--- config.mk ---
export PLATFORM = sky130hd
export DESIGN_NAME = wavetable_synth_ahdsr_mixer_top
export DESIGN_NICKNAME = d
export VERILOG_FILES = /design/src/sv/wsam_pkg.sv /design/src/sv/wavetable_synth_ahdsr_mixer_top.sv /design/src/sv/wsam_env.sv
export SDC_FILE = /design/constraint.sdc
export NUM_CORES = 2
export LEC_CHECK = 0
export ABC_AREA = 1
export BUFFER_PORTS_ARGS = -buffer_cell sky130_fd_sc_hd__buf_2
export CAP_MARGIN = 20
export CORE_MARGIN = 5
export CORE_UTILIZATION = 30
export CTS_CLUSTER_DIAMETER = 40
export DETAILED_ROUTE_END_ITERATION = 10
export PLACE_DENSITY_LB_ADDON = 0.08
export SETUP_SLACK_MARGIN = 0.5
export SYNTH_ARGS = -nofsm -noshare
export SYNTH_HDL_FRONTEND = slang
export SYNTH_SLANG_ARGS = --single-unit
--- constraint.sdc ---
create_clock -name clock -period 5.65 [get_ports clock]
set_clock_uncertainty 0.1 [all_clocks]
set_input_delay 0.2825 -clock clock [delete_from_list [all_inputs] [get_ports clock]]
set_output_delay 0.2825 -clock clock [all_outputs]
set_load 0.02 [all_outputs]
--- src/sv/wsam_pkg.sv ---
`default_nettype none
// ----------------------------------------------------------------------------
// wsam_pkg: shared types and constants of the wavetable synthesizer
// Command codes, envelope phase codes, register indexes and envelope types.
// ----------------------------------------------------------------------------
package wsam_pkg;

   localparam int DefChannels      = 4;
   localparam int DefTableDepth    = 256;
   localparam int DefPhaseFracBits = 16;

   localparam int StepW  = 24;
   localparam int LevelW = 17;
   localparam int GainW  = 16;
   localparam int CountW = 24;

   localparam logic [LevelW-1:0] LevelOne = 17'd32768;

   typedef enum logic [2:0] {
      CMD_TICK     = 3'd0,
      CMD_NOTE_ON  = 3'd1,
      CMD_NOTE_OFF = 3'd2,
      CMD_SET_VOL  = 3'd3,
      CMD_TBL_WR   = 3'd4
   } cmd_type;

   typedef enum logic [2:0] {
      ENV_IDLE    = 3'd0,
      ENV_ATTACK  = 3'd1,
      ENV_HOLD    = 3'd2,
      ENV_DECAY   = 3'd3,
      ENV_SUSTAIN = 3'd4,
      ENV_RELEASE = 3'd5
   } env_phase_type;

   typedef enum logic [2:0] {
      CSR_MAIN_VOLUME   = 3'd0,
      CSR_ATTACK_STEP   = 3'd1,
      CSR_HOLD_TICKS    = 3'd2,
      CSR_DECAY_STEP    = 3'd3,
      CSR_SUSTAIN_GAIN  = 3'd4,
      CSR_SUSTAIN_TICKS = 3'd5,
      CSR_RELEASE_STEP  = 3'd6
   } csr_index_type;

   typedef struct packed {
      env_phase_type     phase;
      logic [LevelW-1:0] level;
      logic [CountW-1:0] count;
   } env_state_type;

   typedef struct packed {
      logic [GainW-1:0]  attack_step;
      logic [CountW-1:0] hold_ticks;
      logic [GainW-1:0]  decay_step;
      logic [GainW-1:0]  sustain_gain;
      logic [CountW-1:0] sustain_ticks;
      logic [GainW-1:0]  release_step;
   } env_cfg_type;

endpackage
`default_nettype wire

--- src/sv/wavetable_synth_ahdsr_mixer_top.sv ---
`default_nettype none
// ----------------------------------------------------------------------------
// wavetable_synth_ahdsr_mixer_top: multi-channel wavetable synthesizer
// Wavetable memory and per-channel state memory; each tick reads every channel
// in turn, steps and writes back the active ones, mixes the parts and applies main gain.
// ----------------------------------------------------------------------------
// Channel   Direction  Word
// req_      in         command, channel, phase step, gain, table index/value
// rsp_      out        mixed sample, one per tick command
// csr_      in         register index and write data, always ready
//
// On a tick each active channel walks the state memory read, wave memory
// read and envelope write-back in turn before the mix reaches the output
// register. Note on, note off and volume commands read the channel entry and
// write it back; a table write is done when the word is accepted.
// Reset clears the state, the channel valid bits and the main volume and
// loads the envelope defaults; the wavetable keeps whatever it holds.
// A stalled result waits in the output register while the next word is taken.
// ----------------------------------------------------------------------------
module wavetable_synth_ahdsr_mixer_top
   import wsam_pkg::*;
#(
   parameter int CHANNELS        = DefChannels,
   parameter int TABLE_DEPTH     = DefTableDepth,
   parameter int PHASE_FRAC_BITS = DefPhaseFracBits
) (
   input  wire logic         clock,
   input  wire logic         reset,
   input  wire logic         req_valid,
   output      logic         req_ready,
   input  wire logic [2:0]   req_command,
   input  wire logic [1:0]   req_channel,
   input  wire logic [23:0]  req_phase_step,
   input  wire logic [7:0]   req_chan_gain,
   input  wire logic [7:0]   req_table_index,
   input  wire logic [7:0]   req_table_value,
   output      logic         rsp_valid,
   input  wire logic         rsp_ready,
   output      logic [7:0]   rsp_sample,
   input  wire logic         csr_valid,
   output      logic         csr_ready,
   input  wire logic [2:0]   csr_index,
   input  wire logic [23:0]  csr_wdata
);

   localparam int TW = $clog2(TABLE_DEPTH);
   localparam int PW = TW + PHASE_FRAC_BITS;
   localparam int CW = (CHANNELS > 1) ? $clog2(CHANNELS) : 1;
   localparam logic [CW-1:0] LastChan = CW'(CHANNELS - 1);

   typedef struct packed {
      logic [PW-1:0]    acc;
      logic [StepW-1:0] inc;
      logic [7:0]       vol;
      env_state_type    env;
   } chan_word_type;

   typedef enum logic [2:0] {
      S_IDLE, S_WV, S_MUL, S_ACC, S_CMD, S_OUT
   } state_type;

   // Registers
   logic [7:0]    main_volume_ff;
   env_cfg_type   cfg_ff;
   state_type     state_ff;
   logic [CW-1:0] chan_ff;
   cmd_type       cmd_ff;
   logic [StepW-1:0] step_ff;
   logic [7:0]    gain_arg_ff;
   chan_word_type cur_ff;
   logic [15:0]   x0_ff;
   logic [LevelW-1:0] gain_ff;
   logic          byp_ff;
   logic [7:0]    mix_ff;
   logic          rsp_valid_ff;
   logic [7:0]    rsp_sample_ff;

   // Memories
   logic [7:0]    wave_mem [TABLE_DEPTH];
   logic [7:0]    wave_q;
   chan_word_type cmem [CHANNELS];
   chan_word_type cm_q;
   logic [CHANNELS-1:0] cval_ff;
   logic          cm_qv_ff;

   logic          req_acc;
   logic          ch_ok;
   logic          tbl_ok;
   logic          cm_re;
   logic [CW-1:0] cm_raddr;
   logic          cm_we;
   chan_word_type cm_wdata;
   logic          wv_re;
   logic [TW-1:0] wv_raddr;
   chan_word_type chan_rd;
   logic          active;
   logic          last;
   env_state_type env_next;
   logic [LevelW-1:0] env_gain;
   logic          env_byp;
   logic [7:0]    x_part;
   logic [LevelW+7:0] scaled;
   logic [7:0]    part;
   logic [15:0]   out_prod;
   logic          out_load;

   assign req_ready  = (state_ff == S_IDLE);
   assign req_acc    = req_valid && req_ready;
   assign csr_ready  = 1'b1;
   assign rsp_valid  = rsp_valid_ff;
   assign rsp_sample = rsp_sample_ff;

   assign ch_ok   = 32'(req_channel) < CHANNELS;
   assign tbl_ok  = 32'(req_table_index) < TABLE_DEPTH;
   assign chan_rd = cm_qv_ff ? cm_q : '0;
   assign last    = (chan_ff == LastChan);
   assign active  = (chan_rd.inc != '0) &&
                    (chan_rd.env.phase == ENV_ATTACK  || chan_rd.env.phase == ENV_HOLD ||
                     chan_rd.env.phase == ENV_DECAY   || chan_rd.env.phase == ENV_SUSTAIN ||
                     chan_rd.env.phase == ENV_RELEASE);

   wsam_env u_env (
      .env_i  (cur_ff.env),
      .cfg    (cfg_ff),
      .env_o  (env_next),
      .gain   (env_gain),
      .bypass (env_byp)
   );

   assign x_part   = x0_ff[15:8];
   assign scaled   = x_part * gain_ff;
   assign part     = byp_ff ? x_part : scaled[22:15];
   assign out_prod = mix_ff * main_volume_ff;
   assign out_load = (state_ff == S_OUT) && (!rsp_valid_ff || rsp_ready);

   // Memory port control
   always_comb begin
      cm_re    = 1'b0;
      cm_raddr = chan_ff + 1'b1;
      wv_re    = 1'b0;
      wv_raddr = chan_rd.acc[PW-1:PHASE_FRAC_BITS];
      cm_we    = 1'b0;
      cm_wdata = cur_ff;
      unique case (state_ff)
         S_IDLE: begin
            if (req_acc && req_command == CMD_TICK) begin
               cm_re    = 1'b1;
               cm_raddr = '0;
            end else if (req_acc && ch_ok) begin
               cm_re    = 1'b1;
               cm_raddr = CW'(req_channel);
            end
         end
         S_WV: begin
            wv_re = active;
            cm_re = !active && !last;
         end
         S_MUL: begin
            cm_we          = 1'b1;
            cm_wdata.acc   = cur_ff.acc + PW'(cur_ff.inc);
            cm_wdata.env   = env_next;
         end
         S_ACC: begin
            cm_re = !last;
         end
         S_CMD: begin
            cm_wdata = chan_rd;
            unique case (cmd_ff)
               CMD_NOTE_ON: begin
                  cm_we        = 1'b1;
                  cm_wdata.inc = step_ff;
                  if (step_ff != '0) begin
                     cm_wdata.acc       = '0;
                     cm_wdata.env.phase = ENV_ATTACK;
                     cm_wdata.env.level = '0;
                     cm_wdata.env.count = '0;
                  end else begin
                     cm_wdata.env.phase = ENV_IDLE;
                  end
               end
               CMD_NOTE_OFF: begin
                  cm_we              = 1'b1;
                  cm_wdata.acc       = '0;
                  cm_wdata.inc       = '0;
                  cm_wdata.env.phase = ENV_IDLE;
               end
               CMD_SET_VOL: begin
                  cm_we        = 1'b1;
                  cm_wdata.vol = gain_arg_ff;
               end
               default: begin
                  cm_we = 1'b0;
               end
            endcase
         end
         default: begin
            cm_re = 1'b0;
         end
      endcase
   end

   always_ff @(posedge clock) begin
      if (req_acc && req_command == CMD_TBL_WR && tbl_ok) begin
         wave_mem[TW'(req_table_index)] <= req_table_value;
      end
      if (wv_re) begin
         wave_q <= wave_mem[wv_raddr];
      end
   end

   always_ff @(posedge clock) begin
      if (cm_we) begin
         cmem[chan_ff] <= cm_wdata;
      end
      if (cm_re) begin
         cm_q <= cmem[cm_raddr];
      end
   end

   // An entry reads as all zero until its first write after reset.
   always_ff @(posedge clock) begin
      if (reset) begin
         cval_ff  <= '0;
         cm_qv_ff <= 1'b0;
      end else begin
         if (cm_we) begin
            cval_ff[chan_ff] <= 1'b1;
         end
         if (cm_re) begin
            cm_qv_ff <= cval_ff[cm_raddr];
         end
      end
   end

   always_ff @(posedge clock) begin
      if (reset) begin
         main_volume_ff       <= 8'd0;
         cfg_ff.attack_step   <= 16'd328;
         cfg_ff.hold_ticks    <= 24'd0;
         cfg_ff.decay_step    <= 16'd328;
         cfg_ff.sustain_gain  <= 16'd16384;
         cfg_ff.sustain_ticks <= 24'd0;
         cfg_ff.release_step  <= 16'd328;
      end else if (csr_valid && csr_ready) begin
         unique case (csr_index)
            CSR_MAIN_VOLUME:   main_volume_ff       <= csr_wdata[7:0];
            CSR_ATTACK_STEP:   cfg_ff.attack_step   <= csr_wdata[15:0];
            CSR_HOLD_TICKS:    cfg_ff.hold_ticks    <= csr_wdata;
            CSR_DECAY_STEP:    cfg_ff.decay_step    <= csr_wdata[15:0];
            CSR_SUSTAIN_GAIN:  cfg_ff.sustain_gain  <= csr_wdata[15:0];
            CSR_SUSTAIN_TICKS: cfg_ff.sustain_ticks <= csr_wdata;
            CSR_RELEASE_STEP:  cfg_ff.release_step  <= csr_wdata[15:0];
            default:           main_volume_ff       <= main_volume_ff;
         endcase
      end
   end

   always_ff @(posedge clock) begin
      if (reset) begin
         state_ff     <= S_IDLE;
         chan_ff      <= '0;
         rsp_valid_ff <= 1'b0;
      end else begin
         if (out_load) begin
            rsp_valid_ff <= 1'b1;
         end else if (rsp_ready) begin
            rsp_valid_ff <= 1'b0;
         end
         unique case (state_ff)
            S_IDLE: begin
               if (req_acc) begin
                  cmd_ff      <= cmd_type'(req_command);
                  step_ff     <= req_phase_step;
                  gain_arg_ff <= req_chan_gain;
                  mix_ff      <= '0;
                  if (req_command == CMD_TICK) begin
                     chan_ff  <= '0;
                     state_ff <= S_WV;
                  end else if (ch_ok && (req_command == CMD_NOTE_ON ||
                               req_command == CMD_NOTE_OFF || req_command == CMD_SET_VOL)) begin
                     chan_ff  <= CW'(req_channel);
                     state_ff <= S_CMD;
                  end
               end
            end
            S_WV: begin
               if (active) begin
                  cur_ff   <= chan_rd;
                  state_ff <= S_MUL;
               end else if (last) begin
                  state_ff <= S_OUT;
               end else begin
                  chan_ff <= chan_ff + 1'b1;
               end
            end
            S_MUL: begin
               x0_ff    <= wave_q * cur_ff.vol;
               gain_ff  <= env_gain;
               byp_ff   <= env_byp;
               state_ff <= S_ACC;
            end
            S_ACC: begin
               mix_ff <= mix_ff + part;
               if (last) begin
                  state_ff <= S_OUT;
               end else begin
                  chan_ff  <= chan_ff + 1'b1;
                  state_ff <= S_WV;
               end
            end
            S_CMD: begin
               state_ff <= S_IDLE;
            end
            S_OUT: begin
               if (out_load) begin
                  rsp_sample_ff <= out_prod[15:8];
                  state_ff      <= S_IDLE;
               end
            end
            default: begin
               state_ff <= S_IDLE;
            end
         endcase
      end
   end

   // A sample is loaded only when a tick finishes its channel walk.
   a_out_from_tick: assert property (@(posedge clock) disable iff (reset)
      $rose(rsp_valid_ff) |-> $past(state_ff == S_OUT))
      else $error("sample loaded outside the output state");

   // The state memory is written back only after a read of the same entry.
   a_write_after_read: assert property (@(posedge clock) disable iff (reset)
      cm_we |-> (state_ff == S_MUL || state_ff == S_CMD))
      else $error("channel state written outside write-back");

   a_acc_after_mul: assert property (@(posedge clock) disable iff (reset)
      state_ff == S_ACC |-> $past(state_ff == S_MUL))
      else $error("mix accumulated without a scaled part");

   a_no_sample_for_cmd: assert property (@(posedge clock) disable iff (reset)
      (req_acc && req_command != CMD_TICK) |=> !$rose(rsp_valid_ff))
      else $error("sample produced for a non-tick command");

endmodule
`default_nettype wire

--- src/sv/wsam_env.sv ---
`default_nettype none
// ----------------------------------------------------------------------------
// wsam_env: one envelope step
// Gives the next envelope state of a channel for one tick, and the gain that
// scales the channel's sample on that tick, or a bypass in the hold phase.
// ----------------------------------------------------------------------------
module wsam_env
   import wsam_pkg::*;
(
   input  env_state_type     env_i,
   input  env_cfg_type       cfg,
   output env_state_type     env_o,
   output logic [LevelW-1:0] gain,
   output logic              bypass
);

   logic [LevelW:0]   rise;
   logic [LevelW:0]   fall_dec;
   logic [LevelW:0]   fall_rel;
   logic [CountW-1:0] count_inc;

   assign rise      = {1'b0, env_i.level} + {2'b00, cfg.attack_step};
   assign fall_dec  = {1'b0, env_i.level} - {2'b00, cfg.decay_step};
   assign fall_rel  = {1'b0, env_i.level} - {2'b00, cfg.release_step};
   assign count_inc = env_i.count + 1'b1;

   always_comb begin
      env_o  = env_i;
      gain   = '0;
      bypass = 1'b0;
      unique case (env_i.phase)
         ENV_ATTACK: begin
            gain        = env_i.level;
            env_o.level = rise[LevelW-1:0];
            if (rise[LevelW-1:0] >= LevelOne) begin
               env_o.phase = ENV_HOLD;
               env_o.count = '0;
            end
         end
         ENV_HOLD: begin
            bypass      = 1'b1;
            env_o.count = count_inc;
            if (count_inc >= cfg.hold_ticks) begin
               env_o.phase = ENV_DECAY;
               env_o.level = LevelOne;
            end
         end
         ENV_DECAY: begin
            gain        = env_i.level;
            // A fall below zero is stored as zero and always reaches sustain.
            env_o.level = fall_dec[LevelW] ? '0 : fall_dec[LevelW-1:0];
            if (fall_dec[LevelW] || fall_dec[LevelW-1:0] <= {1'b0, cfg.sustain_gain}) begin
               env_o.phase = ENV_SUSTAIN;
               env_o.count = '0;
            end
         end
         ENV_SUSTAIN: begin
            gain        = {1'b0, cfg.sustain_gain};
            env_o.count = count_inc;
            if (count_inc >= cfg.sustain_ticks) begin
               env_o.phase = ENV_RELEASE;
               env_o.level = {1'b0, cfg.sustain_gain};
            end
         end
         ENV_RELEASE: begin
            gain        = env_i.level;
            env_o.level = fall_rel[LevelW] ? '0 : fall_rel[LevelW-1:0];
            if (fall_rel[LevelW] || fall_rel[LevelW-1:0] == '0) begin
               env_o.phase = ENV_IDLE;
               env_o.level = '0;
               env_o.count = '0;
            end
         end
         default: begin
            gain = '0;
         end
      endcase
   end

endmodule
`default_nettype wire
==> run summary <==
Initial Util = 30.2%
IO Pins = 96
Hold EP = gain_arg_ff[3]
Post-synth net total = 11.3k
RD Place Congestion = 0.842
Worst min-delay path startpoint = req_chan_gain[3]
DR vias/cell = 5.03
Tcrit/Tclk final = 103%
Slowest CP cell = fa_1
HPWL reported at the end of detailed placement = 250000 um
Slew margin rel. = 24.0%
Fin nets = 11.7k
Min Tclk post-route = 5.81 ns
DR vias = 87.0k
Outcome = finished, violations left
Core box area = 0.421 mm2
Crit Reg-Reg Startpoint = x0_ff[10]
H-Tree Depth = 5
Cell mode on critical path = nand2_1
CTS Buf Count = 484
CTS clk-pin slew, worst paths = 0.05 ns
Final wirelength = 423000 um
Reg-to-reg slack, setup = -0.16 ns
Share of the synthesized area in the top cell type = 64.6%
Syn Area/Cell = 11.7 um2
WHS Path Cells = 2
Vias in the first global route = 87.1k
Layout area overhead = 21.1%
Crit Path Category = register to register
Fin util = 36.5%
Arr. time, crit path = 6.38 ns
All-Layer GR Usage = 18.8%
EDFF count, synth = 2733
Die W = 660 um
Biggest cell delay along the critical path = 0.56 ns
Clock buffer depth = 4
Post-synth top cells = 2733 x edfxtp_1, 1704 x nor2_1, 1450 x o21ai_0
First-pass GRT wire length = 613000 um
Starting DRT DRC Count = 6452
WP data required = 6.22 ns
Main synth FF type = edfxtp_1
Worst-margin pin slew = 1.14 ns
Power Dens Cells = 466 mW/mm2
Final setup margin = -0.163 ns
DR WL met2 = 202000 um
Syn Std Cell Area = 0.127 mm2
DR DRC count = 0
First-pass DRT Iterations = 5
Placed Instances = 16.2k
Largest net degree at the start of global routing = 201
CP Launch Point = x0_ff[10]
Leading area contributor after synthesis = edfxtp_1
Met3 routed WL = 17900 um
Initial antenna violation count = 24
ANT nets after route = 0
Peak supply drop = 0.317 mV
M1 WL = 190000 um
Count leader, synth = edfxtp_1
FP Rows = 238
Yosys synthesis warning count = 0
Mapped Cells = 10.8k
Startpoint types = register
Max-cap violations = 0
CTS Sinks = 2864
Port bufs = 94
Die span in y = 660 um
Async set-reset flop share out of synthesis = 0%
CP max FO = 4
FF-to-FF End = mix_ff[7]
Clk root buf = clkbuf_16
WL per Instance = 24.5 um
Final Hold Violating Endpoints = 0
Max Used Layer = met5
Max-slew violation count = 0
Setup-failing EPs final = 2
Top cells by area, synth = edfxtp_1 65%, o21ai_0 5.7%, nor2_1 5.0%, nand2_1 2.9%, fa_1 2.6%
Share of post-route cells with drive strength above 1 = 12.1%
LEAKAGE = 54.6 nW
Non-filler cells, final = 17.3k
Crit. End Element = register
Fmax = 172 MHz
CTS tree = built
RSZ-0062 raised after global routing = true
Count of different cell masters after synthesis = 59
Worst-skew pair later-pin latency = 0.98 ns
Grt ovf = 0
Post-synthesis sequential area ratio = 66.7%
Class of the most critical hold timing path = primary input to register
Die ar. = 0.436 mm2
Failing checks = negative setup slack
#FFs+latches synth = 2864
R2R depth = 33
-- how the worst max path moves through the flow --
| stage | to | cells after the start | slack, ns |
|---|---|---|---|
| floorplan | mix_ff[6] | 32 | 0.19 |
| global placement | mix_ff[7] | 31 | -0.43 |
| detailed placement | mix_ff[7] | 30 | -0.37 |
| CTS | mix_ff[6] | 31 | -0.11 |
| global route | mix_ff[7] | 32 | -0.45 |
| finish | mix_ff[7] | 33 | -0.16 |
-- where the power goes --
group	total, mW	switching, mW	internal, mW
sequential	25.2	0.366	24.8
combinational	16.1	11.4	4.70
clock	30.4	11.0	19.4
-- logic make-up after synthesis --
group	after synthesis	share of synthesized area, %
AND/OR/NAND/NOR	3233	10.2
flip-flops	2864	66.7
AO/OA/AOI/OAI	2783	13.0
buffers and inverters	1490	4.61
adder cells (fa/ha/maj)	411	5.01
XOR/XNOR	64	0.442
multiplexers	2	0.0158
other	1	0.00295
-- placed cells by master (no fill, tap or decap), types with 14 or more instances in the layout --
master         instances
buf_4                287
a32oi_1               41
ha_1                 237
nand3_1              417
o21ai_0             1436
clkinvlp_4            62
xnor2_1               14
buf_12                55
inv_6                 52
bufinv_16             75
xor2_1                49
edfxtp_1            2733
nand2_1              961
nand4_1               27
inv_2                 18
o22ai_1              372
fa_1                 160
clkinv_2              65
nor3_1                26
clkinv_4              47
nor2_1              1696
nand2_2               28
dfxtp_1              130
clkbuf_16            489
dlygate4sd3_1        119
buf_2                 86
clkbuf_1              46
clkinv_1              62
inv_1                754
o221ai_1             259
a21oi_1              271
o211ai_1             307
o21ai_1               14
a21o_1                20
-- layout make-up --
type,count,area [um2]
clock inverter,371,4460
sequential,2864,84700
tap,5640,7060
fill,40900,267000
multi-input combinational,6494,36900
clock buffer,540,12500
inverter,789,3010
timing repair buffer,565,5140
antenna,8,20.0
-- routing by layer --
metal	vias up	track usage, %
met4	4	5.74
met3	679	2.25
met1	43900	25.7
li1	40100	-
met5	-	0
met2	2261	31.2
-- registers in the layout, indices dropped and copies added (netlist names), 17 cells and up --
name	cells
wave_mem	2048
cmem	400
cfg_ff	112
cm_q	100
cur_ff	100
step_ff	24
gain_ff	17
-- per-stage QoR --
stage	cell area (um2)	TNS [ns]	worst slack, ns	total power, mW	hold slack, ns
2_1_floorplan	127000	0	0.192	34.8	0.281
3_3_place_gp	135000	-0.795	-0.431	41.4	0.346
3_5_place_dp	135000	-0.625	-0.371	41.5	0.355
4_1_cts	153000	-0.224	-0.114	72.4	0.00145
5_1_grt	154000	-0.834	-0.448	75.0	0.0225
6_report	154000	-0.295	-0.163	71.7	0.0794
-- repair_timing --
action / in CTS / in global routing
buffers inserted: 17 / 29
gates cloned: 0 / 1
setup endpoints to repair: 7 / 69
endpoints found under the hold margin: 868 / 0
resized for setup: 38 / 43
pin swaps: 21 / 35
hold buffers: 119 / 0
-- critical path: cells and delay by family, from the launching register on --
family          cells  cell delay [ns]
fa+ha+maj           6             2.51
compound gates      7             0.89
simple gates       11             0.75
buf+inv             7             0.62
flops               1             0.37
mux                 1             0.15
xor+xnor            1             0.13
No activity file was read; power rests on OpenSTA's default activity.
